$ cat config.mk
export PLATFORM = sky130hd
export DESIGN_NAME = region_triangle_area_accumulator_core
export DESIGN_NICKNAME = d
export VERILOG_FILES = /design/src/rtl/rtaa_pkg.sv /design/src/rtl/rtaa_fifo.sv /design/src/rtl/rtaa_front.sv /design/src/rtl/rtaa_back.sv /design/src/rtl/region_triangle_area_accumulator_core.sv
export SDC_FILE = /design/constraint.sdc
export NUM_CORES = 2
export LEC_CHECK = 0
export BUFFER_PORTS_ARGS = -buffer_cell sky130_fd_sc_hd__clkbuf_2
export CAP_MARGIN = 20
export CORE_MARGIN = 1
export CORE_UTILIZATION = 52
export CTS_BUF_LIST = sky130_fd_sc_hd__clkbuf_2
export DETAILED_ROUTE_END_ITERATION = 16
export PLACE_DENSITY_LB_ADDON = 0.3
export SLEW_MARGIN = 30
export SYNTH_ARGS = -nofsm -noshare
export SYNTH_HDL_FRONTEND = slang
export SYNTH_SLANG_ARGS = --single-unit
$ cat constraint.sdc
create_clock -name clk_i -period 34.1 [get_ports clk_i]
set_input_delay 1.705 -clock clk_i [delete_from_list [all_inputs] [get_ports clk_i]]
set_output_delay 1.705 -clock clk_i [all_outputs]
set_load 0.03 [all_outputs]
$ cat src/rtl/rtaa_pkg.sv
// shared types and constants for the region triangle area accumulator
// used by every module in rtl/, no dependencies of its own
`default_nettype none

package rtaa_pkg;

  localparam int TAG_W   = 16;
  localparam int COORD_W = 16;
  localparam int AREA_W  = 47;
  localparam int SUM_W   = 28;
  localparam int CNT_W   = 13;
  localparam int RAD_W   = 16;

  localparam int MAX_REGION_POINTS = 4096;
  localparam int COUNT_CAP         = 8191;
  localparam int POINT_LIMIT = (MAX_REGION_POINTS < COUNT_CAP) ? MAX_REGION_POINTS : COUNT_CAP;

  localparam int QUEUE_DEPTH = 4;
  localparam int QUEUE_AW    = $clog2(QUEUE_DEPTH);

  // one classified point handed from the front to the back
  typedef struct packed {
    logic [TAG_W-1:0]          tag;
    logic signed [COORD_W-1:0] x;
    logic signed [COORD_W-1:0] y;
    logic                      stream_end;
    logic                      close_run;
    logic                      new_run;
  } rtaa_cmd_t;

  typedef struct packed {
    logic full;
    logic empty;
  } rtaa_qstat_t;

  typedef enum logic [3:0] {
    ST_IDLE,
    ST_RESET,
    ST_ADD,
    ST_DET0,
    ST_DET1,
    ST_DET2,
    ST_ACCUM,
    ST_SQ_X,
    ST_SQ_Y,
    ST_RAD,
    ST_RAD_SQ,
    ST_OUT
  } back_state_e;

endpackage

`default_nettype wire

$ cat src/rtl/rtaa_fifo.sv
// short command queue between the front and the back
// uses rtaa_pkg for the command type and depth
`default_nettype none

module rtaa_fifo (
  input  wire logic               clk_i,
  input  wire logic               rst_ni,
  input  wire logic               push_i,
  input  wire rtaa_pkg::rtaa_cmd_t push_cmd_i,
  input  wire logic               pop_i,
  output rtaa_pkg::rtaa_cmd_t     pop_cmd_o,
  output rtaa_pkg::rtaa_qstat_t   stat_o
);

  rtaa_pkg::rtaa_cmd_t              mem_q [rtaa_pkg::QUEUE_DEPTH];
  logic [rtaa_pkg::QUEUE_AW-1:0]    wr_ptr_q, wr_ptr_d;
  logic [rtaa_pkg::QUEUE_AW-1:0]    rd_ptr_q, rd_ptr_d;
  logic [rtaa_pkg::QUEUE_AW:0]      cnt_q, cnt_d;

  always_comb begin
    wr_ptr_d = wr_ptr_q;
    rd_ptr_d = rd_ptr_q;
    cnt_d    = cnt_q;
    if (push_i) begin
      wr_ptr_d = wr_ptr_q + 1'b1;
    end
    if (pop_i) begin
      rd_ptr_d = rd_ptr_q + 1'b1;
    end
    if (push_i && !pop_i) begin
      cnt_d = cnt_q + 1'b1;
    end else if (pop_i && !push_i) begin
      cnt_d = cnt_q - 1'b1;
    end
  end

  always_ff @(posedge clk_i or negedge rst_ni) begin
    if (!rst_ni) begin
      wr_ptr_q <= '0;
      rd_ptr_q <= '0;
      cnt_q    <= '0;
    end else begin
      wr_ptr_q <= wr_ptr_d;
      rd_ptr_q <= rd_ptr_d;
      cnt_q    <= cnt_d;
    end
  end

  always_ff @(posedge clk_i) begin
    if (push_i) begin
      mem_q[wr_ptr_q] <= push_cmd_i;
    end
  end

  assign pop_cmd_o    = mem_q[rd_ptr_q];
  assign stat_o.full  = (cnt_q == (rtaa_pkg::QUEUE_AW+1)'(rtaa_pkg::QUEUE_DEPTH));
  assign stat_o.empty = (cnt_q == '0);

endmodule

`default_nettype wire

$ cat src/rtl/rtaa_front.sv
// input side: accepts points and marks run boundaries
// uses rtaa_pkg, feeds rtaa_fifo
`default_nettype none

module rtaa_front (
  input  wire logic                       clk_i,
  input  wire logic                       rst_ni,
  input  wire logic                       in_valid_i,
  output logic                            in_ready_o,
  input  wire logic [rtaa_pkg::TAG_W-1:0] in_tag_i,
  input  wire logic [rtaa_pkg::COORD_W-1:0] in_x_i,
  input  wire logic [rtaa_pkg::COORD_W-1:0] in_y_i,
  input  wire logic                       in_end_i,
  input  wire rtaa_pkg::rtaa_qstat_t      qstat_i,
  output logic                            push_o,
  output rtaa_pkg::rtaa_cmd_t             push_cmd_o
);

  logic                       open_q, open_d;
  logic [rtaa_pkg::TAG_W-1:0] open_tag_q, open_tag_d;
  logic                       tag_change;

  assign in_ready_o = !qstat_i.full;
  assign push_o     = in_valid_i && in_ready_o;
  assign tag_change = open_q && (in_tag_i != open_tag_q);

  always_comb begin
    push_cmd_o.tag        = in_tag_i;
    push_cmd_o.x          = in_x_i;
    push_cmd_o.y          = in_y_i;
    push_cmd_o.stream_end = in_end_i;
    push_cmd_o.close_run  = tag_change;
    push_cmd_o.new_run    = tag_change || !open_q;
  end

  always_comb begin
    open_d     = open_q;
    open_tag_d = open_tag_q;
    if (push_o) begin
      // a stream end closes the run, the next point opens a new one
      open_d     = !in_end_i;
      open_tag_d = in_tag_i;
    end
  end

  always_ff @(posedge clk_i or negedge rst_ni) begin
    if (!rst_ni) begin
      open_q     <= 1'b0;
      open_tag_q <= '0;
    end else begin
      open_q     <= open_d;
      open_tag_q <= open_tag_d;
    end
  end

endmodule

`default_nettype wire

$ cat src/rtl/rtaa_back.sv
// back side: accumulates area and coordinate sums, runs the centroid test
// and holds the result register; uses rtaa_pkg, reads from rtaa_fifo
`default_nettype none

module rtaa_back (
  input  wire logic                        clk_i,
  input  wire logic                        rst_ni,
  input  wire logic [rtaa_pkg::RAD_W-1:0]  radius_i,
  input  wire rtaa_pkg::rtaa_qstat_t       qstat_i,
  input  wire rtaa_pkg::rtaa_cmd_t         cmd_i,
  output logic                             pop_o,
  output logic                             out_valid_o,
  input  wire logic                        out_ready_i,
  output logic [rtaa_pkg::TAG_W-1:0]       out_region_o,
  output logic [rtaa_pkg::AREA_W-1:0]      out_area_o,
  output logic                             out_outside_o,
  output logic                             out_ovf_o,
  output logic                             out_last_o
);

  localparam int SUM_EXT_W = rtaa_pkg::SUM_W + 1;
  localparam int DIFF_W    = rtaa_pkg::COORD_W + 1;
  localparam int DPROD_W   = rtaa_pkg::COORD_W + DIFF_W;
  localparam int DET_W     = DPROD_W + 2;
  localparam int EM_W      = rtaa_pkg::RAD_W + rtaa_pkg::CNT_W;
  localparam int EP_W      = 2 * EM_W;
  localparam int LHS_W     = 2 * rtaa_pkg::SUM_W;

  rtaa_pkg::back_state_e state_q, state_d;

  rtaa_pkg::rtaa_cmd_t              cmd_q;
  logic                             end_emit_q;
  logic [rtaa_pkg::TAG_W-1:0]       run_tag_q;
  logic [1:0]                       phase_q;
  logic signed [rtaa_pkg::COORD_W-1:0] hx0_q, hy0_q, hx1_q, hy1_q;
  logic [rtaa_pkg::AREA_W-1:0]      area_q;
  logic signed [rtaa_pkg::SUM_W-1:0] sumx_q, sumy_q;
  logic signed [rtaa_pkg::SUM_W-1:0] sumx_sat, sumy_sat;
  logic                             sumx_ovf, sumy_ovf;
  logic [rtaa_pkg::CNT_W-1:0]       cnt_q;
  logic                             ovf_q;
  logic signed [DET_W-1:0]          det_q;
  logic [LHS_W-1:0]                 lhs_q;
  logic [EP_W-1:0]                  prod_q;

  logic                             at_limit;
  logic                             pop;
  logic                             out_load;
  logic signed [SUM_EXT_W-1:0]      sumx_ext, sumy_ext;
  logic signed [rtaa_pkg::COORD_W-1:0] dm_a;
  logic signed [DIFF_W-1:0]         dm_b;
  logic signed [DPROD_W-1:0]        dm_p;
  logic [EM_W-1:0]                  em_a, em_b;
  logic [EP_W-1:0]                  em_p;
  logic [rtaa_pkg::SUM_W-1:0]       sx_mag, sy_mag;
  logic [DET_W-1:0]                 det_abs;
  logic [rtaa_pkg::AREA_W:0]        area_ext;
  logic                             in_circle;

  assign at_limit = (cnt_q >= rtaa_pkg::CNT_W'(rtaa_pkg::POINT_LIMIT));

  // saturating coordinate sums
  assign sumx_ext = {sumx_q[rtaa_pkg::SUM_W-1], sumx_q} + SUM_EXT_W'(cmd_q.x);
  assign sumy_ext = {sumy_q[rtaa_pkg::SUM_W-1], sumy_q} + SUM_EXT_W'(cmd_q.y);
  assign sumx_ovf = sumx_ext[SUM_EXT_W-1] != sumx_ext[SUM_EXT_W-2];
  assign sumy_ovf = sumy_ext[SUM_EXT_W-1] != sumy_ext[SUM_EXT_W-2];

  always_comb begin
    sumx_sat = sumx_ext[rtaa_pkg::SUM_W-1:0];
    sumy_sat = sumy_ext[rtaa_pkg::SUM_W-1:0];
    if (sumx_ovf) begin
      sumx_sat = {sumx_ext[SUM_EXT_W-1], {(rtaa_pkg::SUM_W-1){!sumx_ext[SUM_EXT_W-1]}}};
    end
    if (sumy_ovf) begin
      sumy_sat = {sumy_ext[SUM_EXT_W-1], {(rtaa_pkg::SUM_W-1){!sumy_ext[SUM_EXT_W-1]}}};
    end
  end

  assign dm_p      = dm_a * dm_b;
  assign em_p      = em_a * em_b;
  assign sx_mag    = sumx_q[rtaa_pkg::SUM_W-1] ? (~sumx_q + 1'b1) : sumx_q;
  assign sy_mag    = sumy_q[rtaa_pkg::SUM_W-1] ? (~sumy_q + 1'b1) : sumy_q;
  assign det_abs   = det_q[DET_W-1] ? (~det_q + 1'b1) : det_q;
  assign area_ext  = {1'b0, area_q} + (rtaa_pkg::AREA_W+1)'(det_abs);
  assign in_circle = (cnt_q != '0) && ((EP_W)'(lhs_q) <= prod_q);

  // next state
  always_comb begin
    state_d = state_q;
    unique case (state_q)
      rtaa_pkg::ST_IDLE: begin
        if (!qstat_i.empty) begin
          if (cmd_i.close_run) begin
            state_d = rtaa_pkg::ST_SQ_X;
          end else if (cmd_i.new_run) begin
            state_d = rtaa_pkg::ST_RESET;
          end else begin
            state_d = rtaa_pkg::ST_ADD;
          end
        end
      end
      rtaa_pkg::ST_RESET: state_d = rtaa_pkg::ST_ADD;
      rtaa_pkg::ST_ADD: begin
        if (!at_limit && phase_q == 2'd2) begin
          state_d = rtaa_pkg::ST_DET0;
        end else begin
          state_d = cmd_q.stream_end ? rtaa_pkg::ST_SQ_X : rtaa_pkg::ST_IDLE;
        end
      end
      rtaa_pkg::ST_DET0:   state_d = rtaa_pkg::ST_DET1;
      rtaa_pkg::ST_DET1:   state_d = rtaa_pkg::ST_DET2;
      rtaa_pkg::ST_DET2:   state_d = rtaa_pkg::ST_ACCUM;
      rtaa_pkg::ST_ACCUM:  state_d = cmd_q.stream_end ? rtaa_pkg::ST_SQ_X : rtaa_pkg::ST_IDLE;
      rtaa_pkg::ST_SQ_X:   state_d = rtaa_pkg::ST_SQ_Y;
      rtaa_pkg::ST_SQ_Y:   state_d = rtaa_pkg::ST_RAD;
      rtaa_pkg::ST_RAD:    state_d = rtaa_pkg::ST_RAD_SQ;
      rtaa_pkg::ST_RAD_SQ: state_d = rtaa_pkg::ST_OUT;
      rtaa_pkg::ST_OUT: begin
        // a run closed by a tag change is followed by the new run's point
        if (out_load) begin
          state_d = end_emit_q ? rtaa_pkg::ST_IDLE : rtaa_pkg::ST_RESET;
        end
      end
      default: state_d = rtaa_pkg::ST_IDLE;
    endcase
  end

  // outputs and operand selection
  always_comb begin
    pop      = 1'b0;
    out_load = 1'b0;
    dm_a     = cmd_q.x;
    dm_b     = DIFF_W'(hy0_q) - DIFF_W'(hy1_q);
    em_a     = EM_W'(sx_mag);
    em_b     = EM_W'(sx_mag);
    unique case (state_q)
      rtaa_pkg::ST_IDLE: pop = !qstat_i.empty;
      rtaa_pkg::ST_DET0: begin
        dm_a = hx0_q;
        dm_b = DIFF_W'(hy1_q) - DIFF_W'(cmd_q.y);
      end
      rtaa_pkg::ST_DET1: begin
        dm_a = hx1_q;
        dm_b = DIFF_W'(cmd_q.y) - DIFF_W'(hy0_q);
      end
      rtaa_pkg::ST_SQ_Y: begin
        em_a = EM_W'(sy_mag);
        em_b = EM_W'(sy_mag);
      end
      rtaa_pkg::ST_RAD: begin
        em_a = EM_W'(radius_i);
        em_b = EM_W'(cnt_q);
      end
      rtaa_pkg::ST_RAD_SQ: begin
        em_a = prod_q[EM_W-1:0];
        em_b = prod_q[EM_W-1:0];
      end
      rtaa_pkg::ST_OUT: out_load = !out_valid_o || out_ready_i;
      default: ;
    endcase
  end

  assign pop_o = pop;

  always_ff @(posedge clk_i or negedge rst_ni) begin
    if (!rst_ni) begin
      state_q     <= rtaa_pkg::ST_IDLE;
      end_emit_q  <= 1'b0;
      out_valid_o <= 1'b0;
    end else begin
      state_q <= state_d;
      if (pop) begin
        end_emit_q <= 1'b0;
      end else if (state_q == rtaa_pkg::ST_ADD || state_q == rtaa_pkg::ST_ACCUM) begin
        end_emit_q <= 1'b1;
      end
      if (out_load) begin
        out_valid_o <= 1'b1;
      end else if (out_ready_i) begin
        out_valid_o <= 1'b0;
      end
    end
  end

  // run accumulators, cleared by the reset step at the start of every run
  always_ff @(posedge clk_i) begin
    if (pop) begin
      cmd_q <= cmd_i;
    end
    unique case (state_q)
      rtaa_pkg::ST_RESET: begin
        run_tag_q <= cmd_q.tag;
        phase_q   <= 2'd0;
        area_q    <= '0;
        sumx_q    <= '0;
        sumy_q    <= '0;
        cnt_q     <= '0;
        ovf_q     <= 1'b0;
      end
      rtaa_pkg::ST_ADD: begin
        if (at_limit) begin
          ovf_q <= 1'b1;
        end else begin
          cnt_q  <= cnt_q + 1'b1;
          sumx_q <= sumx_sat;
          sumy_q <= sumy_sat;
          if (sumx_ovf || sumy_ovf) begin
            ovf_q <= 1'b1;
          end
          if (phase_q == 2'd0) begin
            hx0_q   <= cmd_q.x;
            hy0_q   <= cmd_q.y;
            phase_q <= 2'd1;
          end else if (phase_q == 2'd1) begin
            hx1_q   <= cmd_q.x;
            hy1_q   <= cmd_q.y;
            phase_q <= 2'd2;
          end
        end
      end
      rtaa_pkg::ST_DET0: det_q <= DET_W'(dm_p);
      rtaa_pkg::ST_DET1: det_q <= det_q + DET_W'(dm_p);
      rtaa_pkg::ST_DET2: det_q <= det_q + DET_W'(dm_p);
      rtaa_pkg::ST_ACCUM: begin
        phase_q <= 2'd0;
        if (area_ext[rtaa_pkg::AREA_W]) begin
          area_q <= '1;
          ovf_q  <= 1'b1;
        end else begin
          area_q <= area_ext[rtaa_pkg::AREA_W-1:0];
        end
      end
      rtaa_pkg::ST_SQ_X: prod_q <= em_p;
      rtaa_pkg::ST_SQ_Y: begin
        lhs_q  <= prod_q[LHS_W-1:0];
        prod_q <= em_p;
      end
      rtaa_pkg::ST_RAD: begin
        lhs_q  <= lhs_q + prod_q[LHS_W-1:0];
        prod_q <= em_p;
      end
      rtaa_pkg::ST_RAD_SQ: prod_q <= em_p;
      default: ;
    endcase
    if (out_load) begin
      out_region_o  <= run_tag_q;
      out_area_o    <= in_circle ? area_q : '0;
      out_outside_o <= !in_circle;
      out_ovf_o     <= ovf_q;
      out_last_o    <= end_emit_q || !cmd_q.stream_end;
    end
  end

endmodule

`default_nettype wire

$ cat src/rtl/region_triangle_area_accumulator_core.sv
// Region triangle area accumulator, top level.
// Points enter on the s_axis channel: tdata holds region tag, x and y (signed
// Q8.8), tlast marks the last point of the stream. Consecutive points with one
// tag form a run; each group of three points adds its doubled shoelace area.
// One result leaves on m_axis when the tag changes (before the new point is
// counted) and one after a point with tlast, so a point gives zero, one or two
// results; m_axis_tlast marks the last result caused by a point.
// The radius register is written through cfg_valid_i/cfg_data_i, taken at once;
// the user must write it only while the block is idle, which the block itself
// does not enforce. Reset clears the control state and the radius.
// A point passes the back end idle and add steps when it opens no triangle,
// also DET0 to DET2 and the accumulate step when it closes one, plus a reset
// step for a run start; each result adds the centroid test steps, on a shared
// 29x29 multiplier, and the output step. The front end takes one point per
// cycle into a 4-entry queue until it fills, so the sustained rate is set by
// the back end sequencer, which takes a new point only once it is done with
// the last one.
// When m_axis_tready is low the result register holds, the back end waits in
// its output step and the queue fills, after which s_axis_tready drops.
// Dependencies: rtaa_pkg, rtaa_front, rtaa_fifo, rtaa_back.
`default_nettype none

module region_triangle_area_accumulator_core (
  input  wire logic        clk_i,
  input  wire logic        rst_ni,
  input  wire logic        cfg_valid_i,
  output logic             cfg_ready_o,
  input  wire logic [15:0] cfg_data_i,     // domain_radius
  input  wire logic        s_axis_tvalid,
  output logic             s_axis_tready,
  input  wire logic [47:0] s_axis_tdata,   // region_tag, coord_x, coord_y
  input  wire logic        s_axis_tlast,   // stream_end
  output logic             m_axis_tvalid,
  input  wire logic        m_axis_tready,
  output logic [63:0]      m_axis_tdata,   // result_region, area_value, zero pad
  output logic [1:0]       m_axis_tuser,   // outside_circle, overflowed
  output logic             m_axis_tlast    // last_of_run
);

  logic [rtaa_pkg::RAD_W-1:0]  radius_q;
  logic                        push;
  logic                        pop;
  rtaa_pkg::rtaa_cmd_t         push_cmd;
  rtaa_pkg::rtaa_cmd_t         pop_cmd;
  rtaa_pkg::rtaa_qstat_t       qstat;
  logic [rtaa_pkg::TAG_W-1:0]  out_region;
  logic [rtaa_pkg::AREA_W-1:0] out_area;
  logic                        out_outside;
  logic                        out_ovf;

  assign cfg_ready_o = 1'b1;

  always_ff @(posedge clk_i or negedge rst_ni) begin
    if (!rst_ni) begin
      radius_q <= '0;
    end else if (cfg_valid_i) begin
      radius_q <= cfg_data_i;
    end
  end

  rtaa_front u_front (
    .clk_i      (clk_i),
    .rst_ni     (rst_ni),
    .in_valid_i (s_axis_tvalid),
    .in_ready_o (s_axis_tready),
    .in_tag_i   (s_axis_tdata[15:0]),
    .in_x_i     (s_axis_tdata[31:16]),
    .in_y_i     (s_axis_tdata[47:32]),
    .in_end_i   (s_axis_tlast),
    .qstat_i    (qstat),
    .push_o     (push),
    .push_cmd_o (push_cmd)
  );

  rtaa_fifo u_fifo (
    .clk_i      (clk_i),
    .rst_ni     (rst_ni),
    .push_i     (push),
    .push_cmd_i (push_cmd),
    .pop_i      (pop),
    .pop_cmd_o  (pop_cmd),
    .stat_o     (qstat)
  );

  rtaa_back u_back (
    .clk_i         (clk_i),
    .rst_ni        (rst_ni),
    .radius_i      (radius_q),
    .qstat_i       (qstat),
    .cmd_i         (pop_cmd),
    .pop_o         (pop),
    .out_valid_o   (m_axis_tvalid),
    .out_ready_i   (m_axis_tready),
    .out_region_o  (out_region),
    .out_area_o    (out_area),
    .out_outside_o (out_outside),
    .out_ovf_o     (out_ovf),
    .out_last_o    (m_axis_tlast)
  );

  assign m_axis_tdata = {1'b0, out_area, out_region};
  assign m_axis_tuser = {out_ovf, out_outside};

  // queue never written while full or read while empty
  assert property (@(posedge clk_i) disable iff (!rst_ni) push |-> !qstat.full)
    else $error("command queue written while full");

  assert property (@(posedge clk_i) disable iff (!rst_ni) pop |-> !qstat.empty)
    else $error("command queue read while empty");

  // an outside result never reports a nonzero area
  assert property (@(posedge clk_i) disable iff (!rst_ni)
    (m_axis_tvalid && m_axis_tuser[0]) |-> (m_axis_tdata[62:16] == '0))
    else $error("outside result carries an area");

endmodule

`default_nettype wire
==> reports/results.txt <==
Htree depth - 4
Mux cell area share after synthesis - 0.02110
Xor/xnor cell area share of the yosys netlist - 0.04536
Tot GR Track Use - 0.3022
Final WL - 224900 um
Syn Area/Cell - 9.836 sq um
Most frequent CP cell - fa_1
Achievable Freq - 0.08594 GHz
Clock slew at reported path FFs - 0.14 ns
CP peak stage delay - 0.82 ns
Residual DRC - 0
Initial Util - 0.5245
Max cap viols - 0
Synthesized instance count - 7892
RSZ-0062 raised after global routing - no
Crit share post-route - 0.3412
Setup bufs post-CTS - 0
Placed instance area - 80480 sq um
Critical Path Sink Type - flip-flop
Cells after DPL - 9765
Worst slew pin tran - 1.014 ns
Largest net degree at the start of global routing - 101
Yosys reg bits - 713
Core Area - 148000 sq um
Clk_lat worst skew - 1.59 ns
Sequential fraction of the synthesis area - 0.2728
Synth Cell Area - 77630 sq um
Crit path required time - 35.28 ns
Synth Area in Compound Gates - 0.1021
Final Hold Fails - 0
Post-synth top flop - edfxtp_1
Yosys Warn Count - 0
Synth top area share - 0.2580
Via density - 5.736
Clock tree sinks - 713
Rel. slew slack - 0.3148
Hold WC Path Type - input pin to async pin
Setup crit start kind - flip-flop
Final Wtd Congestion - 0.9626
Status - complete, no violations
Final min period - 11.64 ns
List of most frequent post-synthesis cells - 1391 x inv_1, 980 x fa_1, 978 x nand2_1, 667 x edfxtp_1, 626 x ha_1
Post-synthesis simple-gate area fraction - 0.1220
Critical path arrival - 12.82 ns
CTS hold repair buffers - 0
DR vias - 58080
Clock Skew - 0.1549 ns
First-pass GRT wire length - 348600 um
Final antenna-violating net count - 0
FF-to-FF Start - u_back.sumx_q[6]$_SDFFCE_PN0P_
Post-cts sizing count - 0
Area Overhead vs Synth - 6.141%
Final max-slew violation count - 0
DP HPWL - 172000 um
CP Launch Point - u_back.sumx_q[6]$_SDFFCE_PN0P_
Detailed Routing Iterations Pass 1 - 6
Async SR Flop Fraction - 0.06452
CTS tree - built
Largest family of logic cells by synthesized area - adder cells
Final setup TNS - 0 ns
Crit-path slowest cell - o41ai_1
Clk root buf - clkbuf_2
Die H - 388.4 um
Die width - 388.4 um
Post-synthesis adder-cell area fraction - 0.3539
FF-to-FF path depth - 34
Worst setup path class - flip-flop to flip-flop
WL/cell - 22.22 um
Final Instance Area - 82400 sq um
Post-synthesis cell type count - 92
Antenna violations before repair - 11
Area leader, netlist - edfxtp_1
Crit path max fanout - 27
Post-synth EDFFs - 667
Grt ovf - 0
Vias in the first global route - 60620
Final setup viols - 0
Count leader, synth - inv_1
Top cells by area, synth - edfxtp_1 26%, fa_1 25%, ha_1 10%
CTS buffer count - 187
Fin nets - 9703
I/O Pins - 140
Placement Rows - 141
First DRT Iteration DRCs - 4485
I/O Buffers - 137
Final Non-Filler Cells - 10120
Layout cell share with drive strength beyond 1 - 0.08891
Syn_nets - 9568
Clk buf depth - 3
Die area - 150800 sq um
## worst paths after layout
kind                       slack [ns]                                end
min in group clk_i               0.38            radius_q[6]$_DFFE_PN0P_
max                             22.46        u_back.prod_q[49]$_DFFE_PP_
min reg2reg                      0.40  u_back.out_region_o[13]$_DFFE_PP_
min                              0.35            radius_q[4]$_DFFE_PN0P_
max in group asynchronous       33.03     u_fifo.rd_ptr_q[0]$_DFFE_PN0P_
max reg2reg                     22.46        u_back.prod_q[49]$_DFFE_PP_
## metrics by stage
step	setup WS, ns	utilization	hold WS [ns]
floorplan	22.89	-	0.4003
global placement	22.36	0.5437	0.4028
detailed placement	22.48	0.5438	0.4045
CTS	22.40	0.5562	0.1733
global route	21.51	0.5567	0.2404
finish	22.46	0.5567	0.3544
## cell families after synthesis
logic type,count (synthesis)
other,2
DFF,713
AOI/OAI and AO/OA,1253
adders and majority gates,1608
xor gates and xnor gates,402
buffers and inverters,1689
and+or+nand+nor,2130
muxes,95
## critical path: cells and delay by family (launching register included)
kind,cells,cell delay (ns)
buffers and inverters,5,0.74
adders and majority gates,9,4.33
xor gates and xnor gates,2,0.36
DFF,1,0.51
and+or+nand+nor,7,2.29
AOI/OAI and AO/OA,11,3.00
## final cells by class
cell class	count	area [sq um]
diodes	6	15.01
flip-flops and latches	713	21190
clock buffers	258	1291
fillers	13060	65620
multi-input cells	5490	50240
repair buffers	232	1434
well taps	1930	2415
inverters	1403	5269
clock inverters	92	546.8
## layer usage
metal,part of all wire,track usage
met4,0.057,0.1549
met5,0.00030,0
met3,0.066,0.04677
met1,0.39,0.3770
met2,0.49,0.5089
## placed cells by master, fill, tap and decap left out, types with 27 or more instances in the layout
cell and instances:
mux4_2 51, inv_1 1390, buf_4 90, mux2_2 39, a21o_1 151, nor2b_1 55
nand2_1 974, clkinv_1 57, nor2_1 531, dfrtp_1 44, nand2b_1 73, fa_1 980
xnor2_1 229, ha_1 626, edfxtp_1 667, nor4_1 27, nand3_1 61, nor3_1 86
clkbuf_2 394, nand4_1 41, o21ai_0 314, and3_1 50, o21bai_1 54, o21a_1 42
a31oi_1 34, o31ai_1 46, a211oi_1 31, xor2_1 173, a21oi_1 344, and2_1 94
or3_1 28
## sequential cells by signal (all words and copies together), names as in the netlist, 28 cells and up
signal / flops
u_back.area_q: 47
u_back.cmd_q: 49
u_back.det_q: 35
u_back.lhs_q: 56
u_back.out_area_o: 47
u_back.prod_q: 58
u_back.sumx_q: 28
u_back.sumy_q: 28
u_fifo.mem_q: 204
Power is left out: the tool's default activity adds up to more than one toggle a clock period on the data nets, which glitch-free logic cannot reach.
